$ cat src/sv/chp_pkg.sv
// Package for the color histogram block: sizes, item and register codes,
// controller command and status structs, and the bin mapping functions.
// No dependencies.
`timescale 1ns / 1ps
`default_nettype none

package chp_pkg;

    localparam int CHANNEL_BINS = 256;
    localparam int COUNT_WIDTH  = 25;

    localparam int BIN_W   = $clog2(CHANNEL_BINS);
    localparam int CBIN_W  = $clog2(CHANNEL_BINS + 1);
    localparam int IDX_W   = 9;
    localparam int BYTE_W  = 8;
    localparam int MODE_W  = 2;
    localparam int DIM_W   = 13;
    localparam int LIMIT_W = 2 * DIM_W;
    localparam int CMP_W   = (COUNT_WIDTH > LIMIT_W) ? COUNT_WIDTH : LIMIT_W;
    localparam int CFG_IDX_W  = 2;
    localparam int CFG_DATA_W = DIM_W;

    localparam logic [COUNT_WIDTH-1:0] COUNT_MAX = {COUNT_WIDTH{1'b1}};

    // Item modes; the fourth code carries no meaning and is dropped.
    localparam logic [MODE_W-1:0] MODE_PIXEL = 2'd0;
    localparam logic [MODE_W-1:0] MODE_READ  = 2'd1;
    localparam logic [MODE_W-1:0] MODE_CLEAR = 2'd2;

    // Configuration register indexes.
    localparam logic [CFG_IDX_W-1:0] REG_WIDTH  = 2'd0;
    localparam logic [CFG_IDX_W-1:0] REG_HEIGHT = 2'd1;
    localparam logic [CFG_IDX_W-1:0] REG_CHMODE = 2'd2;

    localparam logic [DIM_W-1:0] WIDTH_RST  = 13'd640;
    localparam logic [DIM_W-1:0] HEIGHT_RST = 13'd480;

    typedef struct packed {
        logic capture;
        logic issue;
        logic write;
        logic load_out;
        logic clear_start;
        logic clear_step;
    } t_cmd;

    typedef struct packed {
        logic is_pixel;
        logic is_read;
        logic is_clear;
        logic pix_ok;
        logic clear_done;
        logic out_free;
    } t_status;

    function automatic logic [BIN_W-1:0] f_chan_bin(input logic [BYTE_W-1:0] v);
        logic [BYTE_W+BIN_W:0] p;
        p = (BYTE_W + BIN_W + 1)'(v) * (BYTE_W + BIN_W + 1)'(CHANNEL_BINS);
        return BIN_W'(p >> BYTE_W);
    endfunction

    // Combined bin is the packed BGR word scaled to the bin count, rounded up.
    function automatic logic [CBIN_W-1:0] f_comb_bin(input logic [BYTE_W-1:0] b,
                                                      input logic [BYTE_W-1:0] g,
                                                      input logic [BYTE_W-1:0] r);
        logic [3*BYTE_W+BIN_W+1:0] p;
        logic [BIN_W+1:0]          q;
        p = (3*BYTE_W + BIN_W + 2)'({b, g, r}) * (3*BYTE_W + BIN_W + 2)'(CHANNEL_BINS)
            + (3*BYTE_W + BIN_W + 2)'({(3*BYTE_W){1'b1}});
        q = (BIN_W + 2)'(p >> (3*BYTE_W));
        if (q > (BIN_W + 2)'(CHANNEL_BINS)) begin
            q = (BIN_W + 2)'(CHANNEL_BINS);
        end
        return CBIN_W'(q);
    endfunction

endpackage

`default_nettype wire

$ cat src/sv/chp_ctrl.sv
// Controller of the color histogram block: sequences capture, memory read,
// update, read response and clearing pass. Depends on chp_pkg.
`timescale 1ns / 1ps
`default_nettype none

module chp_ctrl import chp_pkg::*; (
    input  wire     i_clk,
    input  wire     i_rst_n,
    input  wire     i_in_valid,
    output logic    o_in_ready,
    input  t_status i_status,
    output t_cmd    o_cmd
);

    typedef enum logic [4:0] {
        S_CLEAR = 5'b00001,
        S_IDLE  = 5'b00010,
        S_ISSUE = 5'b00100,
        S_WRITE = 5'b01000,
        S_RESP  = 5'b10000
    } t_state;

    t_state r_state, n_state;

    always_ff @(posedge i_clk) begin
        if (!i_rst_n) begin
            r_state <= S_CLEAR;
        end else begin
            r_state <= n_state;
        end
    end

    always_comb begin
        n_state    = r_state;
        o_cmd      = '0;
        o_in_ready = 1'b0;
        case (r_state)
            S_CLEAR: begin
                o_cmd.clear_step = 1'b1;
                if (i_status.clear_done) begin
                    n_state = S_IDLE;
                end
            end
            S_IDLE: begin
                o_in_ready    = 1'b1;
                o_cmd.capture = i_in_valid;
                if (i_in_valid) begin
                    n_state = S_ISSUE;
                end
            end
            S_ISSUE: begin
                o_cmd.issue = 1'b1;
                if (i_status.is_pixel) begin
                    n_state = i_status.pix_ok ? S_WRITE : S_IDLE;
                end else if (i_status.is_read) begin
                    n_state = S_RESP;
                end else if (i_status.is_clear) begin
                    o_cmd.clear_start = 1'b1;
                    n_state           = S_CLEAR;
                end else begin
                    n_state = S_IDLE;
                end
            end
            S_WRITE: begin
                o_cmd.write = 1'b1;
                n_state     = S_IDLE;
            end
            S_RESP: begin
                if (i_status.out_free) begin
                    o_cmd.load_out = 1'b1;
                    n_state        = S_IDLE;
                end
            end
            default: begin
                n_state = S_CLEAR;
            end
        endcase
    end

endmodule

`default_nettype wire

$ cat config.mk
export PLATFORM = sky130hd
export DESIGN_NAME = chp_ctrl
export DESIGN_NICKNAME = d
export VERILOG_FILES = /design/src/sv/chp_pkg.sv /design/src/sv/chp_ctrl.sv
export SDC_FILE = /design/constraint.sdc
export NUM_CORES = 1
export LEC_CHECK = 0
export BUFFER_PORTS_ARGS = -buffer_cell sky130_fd_sc_hd__buf_2
export CAP_MARGIN = 10
export CORE_AREA = 2 2 39 41
export DETAILED_ROUTE_END_ITERATION = 7
export DIE_AREA = 0 0 41 43
export SLEW_MARGIN = 25
export SYNTH_ARGS = -nofsm -noshare
export SYNTH_HDL_FRONTEND = slang
export SYNTH_SLANG_ARGS = --single-unit
$ cat constraint.sdc
create_clock -name i_clk -period 1.1 [get_ports i_clk]
set_input_delay 0.22 -clock i_clk [delete_from_list [all_inputs] [get_ports i_clk]]
set_output_delay 0.22 -clock i_clk [all_outputs]
set_load 0.01 [all_outputs]
==> results of run 1 <==
[layer usage]
metal,global-route usage,part of all wire,up-vias
li1,-,-,240
met1,0.146,0.38,230
met2,0.275,0.53,15
met3,0.0366,0.040,8
met4,0.160,0.052,0
met5,0,0,-
[repair_timing]
item	in CTS	in global routing
pin swaps	1	4
gates resized for setup	14	7
setup buffers	11	4
gates cloned	0	0
setup endpoints to repair	11	11
[cells in the mapped netlist, types with 2 or more instances]
cell      n
nand2_1   2
nand4b_1  2
a21oi_1   2
nor4b_1   2
dfxtp_1   5
nor2_1    5
nand3_1   2
o21ai_0   2
o211ai_1  2
inv_1     5
[worst min-delay path by stage]
| stage | start | endpoint | slack (ns) | cells after the start |
|---|---|---|---|---|
| after floorplan | i_status[5] | r_state[3]$_SDFFE_PN0P_ | 0.34 | 2 |
| after global placement | i_status[2] | r_state[3]$_SDFFE_PN0P_ | 0.48 | 3 |
| after detailed placement | i_status[2] | r_state[3]$_SDFFE_PN0P_ | 0.48 | 3 |
| after CTS | i_status[2] | r_state[3]$_SDFFE_PN0P_ | 0.22 | 3 |
| after global routing | i_status[2] | r_state[3]$_SDFFE_PN0P_ | 0.23 | 3 |
| final | i_status[2] | r_state[3]$_SDFFE_PN0P_ | 0.22 | 3 |
[area by class of cell]
type	count	area [µm²]
fillers	130	667
multi-input cells	32	272
repair buffers	36	267
flip-flops and latches	5	114
clock buffers	4	26.3
well taps	16	20.0
inverters	5	18.8
[kinds of logic (layout without fill, tap and decap cells)]
logic type	count (synthesis)	after routing	synth area share
AO/OA/AOI/OAI	9	9	0.164
XOR/XNOR	1	1	0.0250
buffers and inverters	5	45	0.0536
flip-flops	5	5	0.286
AND/OR/NAND/NOR	22	22	0.471
[worst register-to-register path: stages, from the launching register on]
cell	delay (ns)
dfxtp_2	0.32
or2_4	0.26
nor4b_4	0.26
nand2_1	0.14
buf_4	0.15
buf_4	0.12
buf_6	0.10
nor2_1	0.07
[stage by stage]
step	setup slack, ns	setup TNS (ns)	power (mW)
after global routing	-0.588	-4.59	0.599
after detailed placement	-0.283	-1.72	0.330
after floorplan	-0.221	-0.609	0.266
final	-0.508	-3.76	0.565
after global placement	-0.251	-1.56	0.331
after CTS	-0.506	-3.60	0.575
[where the power goes]
part	leakage (nW)	switching, mW	internal [mW]
Combinational	0.286	0.0663	0.0880
Sequential	0.0433	0.0103	0.190
Clock	0.0150	0.0741	0.137
Total	0.345	0.151	0.415
==> impl_metrics.py, run 1 <==
metrics = {
    "global_route": {
        "gr-total-overflow": 0,
        "grt_pass1_vias": 514,
        "grt_pass1_wl_um": 1910,
        "grt_max_degree": 6,
        "grt_util_all_layers": 0.165,
        "antenna_found_initial": 0,
    },
    "finish": {
        "nNetsFinal": 92,
        "utilization": 0.518,
        "final_layout_size_suffix_gt1_frac": 0.671,
        "area_growth_pct": 105,
        "final_area_um2": 717,
        "stdcell_count": 98,
        "final_cell_mix": "buf_4 (17), buf_2 (12), buf_6 (7)",
        "antenna_cells": 0,
        "largest_reg_flops": 5,
        "final_common_cell": "buf_4",
        "top_register": "r_state",
        "reg_top3": "r_state: 5 flops",
    },
    "timing": {
        "slew_headroom": 0.813,
        "finalHoldViolCount": 0,
        "finalClockSkew_ns": 0.00339,
        "rsz0062_at_grt": "true",
        "max_freq_ghz": 0.622,
        "setup_slack_ns": -0.508,
        "period_minus_slack_ns": 1.61,
        "tightest_slew_ns": 0.279,
        "hold_slack_ns": 0.221,
        "period_share": 1.46,
        "finalMaxSlewViolations": 0,
        "setup_violations": 11,
    },
    "run_status": {
        "status": "finished with violations",
        "violations": "setup timing",
    },
    "worst_setup_path": {
        "ff2ff_path_depth": 7,
        "cp_num_cells": 5,
        "endpoint": "o_cmd[5]",
        "r2r_setup_slack_ns": -0.40,
        "critPathRequiredTime_ns": 0.88,
        "critical_path.top_delay_family": "simple AND/OR/NAND/NOR gates",
        "critPathSlowestCell": "dfxtp_2",
        "r2r_start": "r_state[3]$_SDFFE_PN0P_",
        "crit_path_max_incr_delay_ns": 0.32,
        "critical_path_class": "register to output port",
        "cp-start-kind": "register",
        "critical_path.max_fanout": 3,
        "arrival_ns": 1.39,
        "path_buf_inv": 2,
        "r2r_end": "r_state[2]$_SDFFE_PN0P_",
        "endpoint_kind": "output port",
        "cp-startpoint": "r_state[3]$_SDFFE_PN0P_",
        "path_cells": "or2_4, nor4b_4, nand2_1, inv_2, buf_6",
    },
    "place": {
        "io_buffers": 15,
        "hpwlAfterDp_um": 845,
        "placed_cells": 87,
        "place_area_um2": 567,
        "gp_congestion": 0.737,
    },
    "yosys": {
        "synth_top_area_share": 0.286,
        "yosysWarnings": 0,
        "ys_types": 23,
        "yosysTopAreaCell": "dfxtp_1",
        "synth_area_leaders": "dfxtp_1 (29%), nor4b_4 (6.8%), inv_1 (5.4%)",
        "seq_area_frac_synth": 0.286,
        "synthesis.area_um2": 350,
        "syn_inst": 42,
        "async_reset_ff_frac": 0,
        "synth_edf_count": 0,
        "syn_avg_cell_area_um2": 8.34,
        "synth_ff_type": "dfxtp_1",
        "syn-num-nets": 51,
        "ys_seq_elements": 5,
    },
    "cts": {
        "root_buffer": "clkbuf_4",
        "h-tree-depth": 1,
        "clock-sinks": 5,
        "postCtsHoldBufs": 0,
        "cts_buffers": 3,
        "cts_tree": "done",
        "cts_buffer_depth": 2,
        "insertion_delay_ns": 0.24,
        "clk_pin_slew_ns": 0.04,
    },
    "routing": {
        "dr.pass1.iters": 4,
        "initialDrtViolationCount": 3,
        "wl_um": 1170,
        "viasPerCell": 5.03,
        "wl_per_cell_um": 12.0,
        "route.detailed.drc": 0,
        "dr_total_vias": 493,
        "ant_nets": 0,
    },
    "die": {
        "pin_count": 16,
        "row_count": 14,
        "dieHeight_um": 43,
        "start_util": 0.253,
        "die_w_um": 41,
        "die-area_mm2": 0.00176,
        "coreArea_mm2": 0.00138,
    },
    "power": {
        "power_density_mw_per_mm2": 789,
        "vdd_drop_max_mv": 0.520,
        "power.leakage_nw": 0.345,
    },
    "min_path": {
        "hold_path.class": "input pin to register",
    },
    "run": {
        "drv_cap": 0,
    },
}
No activity file was read; power rests on OpenSTA's default activity.
==> inputs of run 2 (changes only) <==
--- a/config.mk
+++ b/config.mk
@@ -10,6 +10,9 @@
 export CORE_AREA = 2 2 39 41
 export DETAILED_ROUTE_END_ITERATION = 7
 export DIE_AREA = 0 0 41 43
+export GPL_TIMING_DRIVEN = 0
+export SETUP_SLACK_MARGIN = 0.4
+export SKIP_LAST_GASP = 1
 export SLEW_MARGIN = 25
 export SYNTH_ARGS = -nofsm -noshare
 export SYNTH_HDL_FRONTEND = slang
==> run 2 against run 1 <==
The run still ends with setup timing left. Setup slack got worse by 0.033 ns. First-iteration DRC count decreased by 67%. Power grew 5.0%. Count of clock-buffer cells in the layout is the same. Sequential power hardly changed. Highest routed layer unchanged.
==> impl_metrics.py, run 2 (synthesized netlist as in run 1, its figures left out) <==
metrics = {
    "run_status": {
        "status": "finished with violations",
        "violations": "setup timing",
    },
    "routing": {
        "dr.pass1.iters": 4,
        "wl_per_cell_um": 13.7,
        "ant_nets": 0,
        "initialDrtViolationCount": 1,
        "wl_um": 1270,
        "dr_total_vias": 485,
        "viasPerCell": 5.22,
        "route.detailed.drc": 0,
    },
    "die": {
        "dieHeight_um": 43,
        "start_util": 0.253,
        "die_w_um": 41,
        "coreArea_mm2": 0.00138,
        "row_count": 14,
        "pin_count": 16,
        "die-area_mm2": 0.00176,
    },
    "global_route": {
        "antenna_found_initial": 0,
        "grt_util_met1": 0.187,
        "grt_util_all_layers": 0.164,
        "grt_max_degree": 8,
        "gr-total-overflow": 0,
        "grt_busiest_layer": "met2",
        "grt_pass1_vias": 475,
        "grt_pass1_wl_um": 1960,
        "gr-usage-met2": 0.256,
        "grtUsageMet3": 0.0419,
    },
    "worst_setup_path": {
        "critPathSlowestCell": "dfxtp_4",
        "path_buf_inv": 2,
        "cp-startpoint": "r_state[4]$_SDFFE_PN0P_",
        "critical_path_class": "register to output port",
        "critical_path.top_delay_family": "simple AND/OR/NAND/NOR gates",
        "critPathRequiredTime_ns": 0.88,
        "cp_num_cells": 5,
        "ff2ff_path_depth": 8,
        "critical_path.max_fanout": 3,
        "r2r_start": "r_state[4]$_SDFFE_PN0P_",
        "crit_path_max_incr_delay_ns": 0.35,
        "cp-start-kind": "register",
        "endpoint_kind": "output port",
        "path_cells": "or2_4, nor4b_4, nand2_2, inv_2, buf_6",
        "arrival_ns": 1.42,
    },
    "finish": {
        "antenna_cells": 0,
        "utilization": 0.521,
        "top_register": "r_state",
        "area_growth_pct": 106,
        "final_common_cell": "buf_2",
        "reg_top3": "r_state: 5 flops",
        "stdcell_count": 93,
        "final_cell_mix": "buf_2 (12), buf_6 (11), buf_4 (8)",
        "final_layout_size_suffix_gt1_frac": 0.714,
        "largest_reg_flops": 5,
        "nNetsFinal": 87,
    },
    "place": {
        "hpwlAfterDp_um": 711,
        "io_buffers": 15,
        "gp_congestion": 0.657,
        "dp_slack_ns": -0.321,
        "placed_cells": 73,
    },
    "cts": {
        "clk_pin_slew_ns": 0.04,
        "cts_buffers": 3,
        "postCtsHoldBufs": 0,
        "cts_buffer_depth": 2,
        "h-tree-depth": 1,
        "insertion_delay_ns": 0.23,
        "clock-sinks": 5,
        "root_buffer": "clkbuf_4",
        "cts_tree": "done",
    },
    "timing": {
        "rsz0062_at_grt": "true",
        "finalHoldViolCount": 0,
        "period_minus_slack_ns": 1.64,
        "finalClockSkew_ns": 0.000712,
        "slew_headroom": 0.779,
        "tightest_slew_ns": 0.330,
        "finalMaxSlewViolations": 0,
        "period_share": 1.49,
        "setup_tns_ns": -3.99,
        "setup_violations": 10,
        "max_freq_ghz": 0.610,
        "setup_slack_ns": -0.540,
    },
    "power": {
        "seq_power_share": 0.336,
        "vdd_drop_max_mv": 0.450,
        "p_comb_frac": 0.322,
        "power.leakage_nw": 0.323,
        "p_sw_frac": 0.273,
        "p_int_mw": 0.432,
        "power_switching_mw": 0.162,
        "power_density_mw_per_mm2": 824,
        "clkPwrFrac": 0.343,
    },
    "min_path": {
        "hold_path.class": "input pin to register",
        "hold_start": "i_status[2]",
        "holdPathStages": 3,
    },
    "run": {
        "drv_cap": 0,
    },
}
run 2: worst min-delay path, cell delays in order:
cell and delay, ns:
buf_2 0.11, nand3_1 0.07, nor2_1 0.04
run 2: layer usage:
| layer | wire, µm | share of wire |
|---|---|---|
| met5 | 0 | 0 |
| met4 | 61 | 0.048 |
| met3 | 90 | 0.071 |
| met2 | 664 | 0.52 |
| met1 | 454 | 0.36 |
run 2: timing repair:
action	4_1_cts	5_1_grt
setup buffers	15	1
pin swaps	8	1
resized for setup	19	8
gates cloned	0	0
setup endpoints to repair	12	12
run 2: power by group through the flow:
stage / clock (mW) / combinational, mW / sequential [mW]
CTS: 0.213 / 0.163 / 0.196
detailed placement: 0 / 0.0964 / 0.210
floorplan: 0 / 0.0610 / 0.207
finish: 0.204 / 0.191 / 0.199
global placement: 0 / 0.0966 / 0.211
global route: 0.225 / 0.203 / 0.199
run 2: metrics by stage:
stage          instance area, µm²  power [mW]  hold WS, ns
2_1_floorplan                 378       0.268        0.339
3_3_place_gp                  473       0.307        0.478
3_5_place_dp                  473       0.307        0.477
4_1_cts                       681       0.573        0.225
5_1_grt                       721       0.627        0.243
6_report                      721       0.594        0.235
run 2: final cells by class:
class	instances	area (µm²)
clock buffer	4	26.3
tap	16	20.0
sequential	5	116
fill	122	663
multi-input combinational	32	295
inverter	5	18.8
timing repair buffer	31	244
run 2: worst paths after layout:
kind,end,slack (ns)
hold / removal,r_state[3]$_SDFFE_PN0P_,0.23
setup / recovery,o_cmd[5],-0.54
setup reg to reg,r_state[2]$_SDFFE_PN0P_,-0.50
hold reg to reg,r_state[3]$_SDFFE_PN0P_,0.56
==> inputs of run 3 (changes only) <==
--- a/config.mk
+++ b/config.mk
@@ -12,7 +12,6 @@
 export DIE_AREA = 0 0 41 43
 export GPL_TIMING_DRIVEN = 0
 export SETUP_SLACK_MARGIN = 0.4
-export SKIP_LAST_GASP = 1
 export SLEW_MARGIN = 25
 export SYNTH_ARGS = -nofsm -noshare
 export SYNTH_HDL_FRONTEND = slang
==> run 3 against run 2 <==
The flow still finishes with violations (setup timing). Utilization is 1.1 points higher. Sequential power hardly changed. Cell count is 1.1% higher. Flip-flop and latch count stayed put. Critical path depth stayed put. Critical path type unchanged. Critical endpoint unchanged. Count of clock-buffer cells in the layout stayed put.
==> impl_metrics.py, run 3 (synthesized netlist as in run 1, its figures left out) <==
metrics = {
    "worst_setup_path": {
        "critPathRequiredTime_ns": 0.88,
        "arrival_ns": 1.43,
        "cp-startpoint": "r_state[4]$_SDFFE_PN0P_",
        "critical_path_class": "register to output port",
        "cp-start-kind": "register",
        "crit_path_max_incr_delay_ns": 0.35,
        "r2r_start": "r_state[4]$_SDFFE_PN0P_",
        "endpoint": "o_cmd[5]",
        "r2r_setup_slack_ns": -0.51,
        "ff2ff_path_depth": 8,
        "critPathSlowestCell": "dfxtp_4",
        "path_cells": "or2_4, nor4b_4, nand2_2, inv_2, buf_6",
        "critical_path.max_fanout": 3,
        "r2r_end": "r_state[2]$_SDFFE_PN0P_",
        "endpoint_kind": "output port",
    },
    "routing": {
        "dr.pass1.iters": 4,
        "viasPerCell": 5.20,
        "route.detailed.drc": 0,
        "dr_total_vias": 489,
        "initialDrtViolationCount": 7,
        "wl_um": 1340,
        "ant_nets": 0,
        "wl_per_cell_um": 14.3,
    },
    "cts": {
        "clock-sinks": 5,
        "h-tree-depth": 1,
        "clk_pin_slew_ns": 0.04,
        "root_buffer": "clkbuf_4",
        "cts_buffer_depth": 2,
        "cts_buffers": 3,
        "insertion_delay_ns": 0.23,
        "cts_tree": "done",
    },
    "timing": {
        "period_minus_slack_ns": 1.65,
        "slew_headroom": 0.779,
        "setup_violations": 11,
        "period_share": 1.50,
        "finalHoldViolCount": 0,
        "rsz0062_at_grt": "true",
        "finalClockSkew_ns": 0.000377,
        "tightest_slew_ns": 0.330,
        "max_freq_ghz": 0.608,
        "finalMaxSlewViolations": 0,
        "setup_slack_ns": -0.545,
    },
    "finish": {
        "utilization": 0.532,
        "top_register": "r_state",
        "antenna_cells": 0,
        "final_layout_size_suffix_gt1_frac": 0.731,
        "largest_reg_flops": 5,
        "nNetsFinal": 88,
        "area_growth_pct": 110,
        "reg_top3": "r_state: 5 flops",
        "final_area_um2": 736,
        "final_cell_mix": "buf_2 (12), buf_6 (12), buf_4 (8)",
    },
    "run": {
        "drv_cap": 0,
    },
    "place": {
        "gp_congestion": 0.657,
        "hpwlAfterDp_um": 711,
        "io_buffers": 15,
        "place_area_um2": 473,
    },
    "global_route": {
        "grt_util_all_layers": 0.163,
        "antenna_found_initial": 0,
        "gr-total-overflow": 0,
        "grt_max_degree": 8,
        "grt_pass1_vias": 476,
        "grt_pass1_wl_um": 1950,
    },
    "run_status": {
        "violations": "setup timing",
        "status": "finished with violations",
    },
    "power": {
        "total_power_mw": 0.599,
        "power_density_mw_per_mm2": 814,
        "vdd_drop_max_mv": 0.451,
        "power.leakage_nw": 0.328,
    },
    "die": {
        "pin_count": 16,
        "coreArea_mm2": 0.00138,
        "die_w_um": 41,
        "start_util": 0.253,
        "die-area_mm2": 0.00176,
        "row_count": 14,
        "dieHeight_um": 43,
    },
    "min_path": {
        "hold_start": "i_status[2]",
        "hold_path.class": "input pin to register",
    },
}
==> run 3: cell types whose count changed in the layout (fill, tap and decap cells not counted) <==
cell,delta
a21oi_1,-1
a21oi_2,+1
buf_6,+1
==> run 3: metrics by stage <==
step           hold WS, ns  TNS, ns  instances  setup slack (ns)
2_1_floorplan        0.339   -0.631         42            -0.221
4_1_cts              0.225    -3.63         92            -0.531
3_3_place_gp         0.478    -1.22         73            -0.305
5_1_grt              0.243    -4.62         94            -0.585
3_5_place_dp         0.477    -1.29         73            -0.321
6_report             0.233    -4.11         94            -0.545
==> run 3: worst min path at each step <==
stage / to / depth (start not counted)
2_1_floorplan: r_state[3]$_SDFFE_PN0P_ / 2
3_3_place_gp: r_state[3]$_SDFFE_PN0P_ / 3
3_5_place_dp: r_state[3]$_SDFFE_PN0P_ / 3
4_1_cts: r_state[3]$_SDFFE_PN0P_ / 3
5_1_grt: r_state[3]$_SDFFE_PN0P_ / 3
6_report: r_state[3]$_SDFFE_PN0P_ / 3
==> run 3: critical path: cells and delay by family (launching register included) <==
kind                   cells  cell delay, ns
buffers and inverters      2            0.15
AND/OR/NAND/NOR            3            0.69
flip-flops                 1            0.35
==> run 3: final cells by class <==
| type | count | area, µm² |
|---|---|---|
| inverter | 5 | 18.8 |
| tap | 16 | 20.0 |
| timing repair buffer | 32 | 255 |
| clock buffer | 4 | 26.3 |
| multi-input combinational | 32 | 299 |
| sequential | 5 | 116 |
| fill | 120 | 648 |
==> run 3: routing by layer <==
metal / GRT usage / part of all wire / vias up
met5: 0 / 0 / -
met4: 0.100 / 0.031 / 0
met3: 0.0419 / 0.060 / 6
met2: 0.256 / 0.54 / 15
met1: 0.184 / 0.37 / 236
li1: - / - / 232
==> run 3: where the power goes <==
part / total (mW) / internal [mW] / switching [mW]
clock: 0.204 / 0.137 / 0.0674
sequential: 0.199 / 0.187 / 0.0121
combinational: 0.196 / 0.111 / 0.0851
total: 0.599 / 0.434 / 0.165
==> run 3: repair_timing <==
item	4_1_cts	5_1_grt
pin swaps	9	2
buffers inserted	15	2
hold buffers	0	0
endpoints found under the setup margin	12	12
resized for setup	20	9
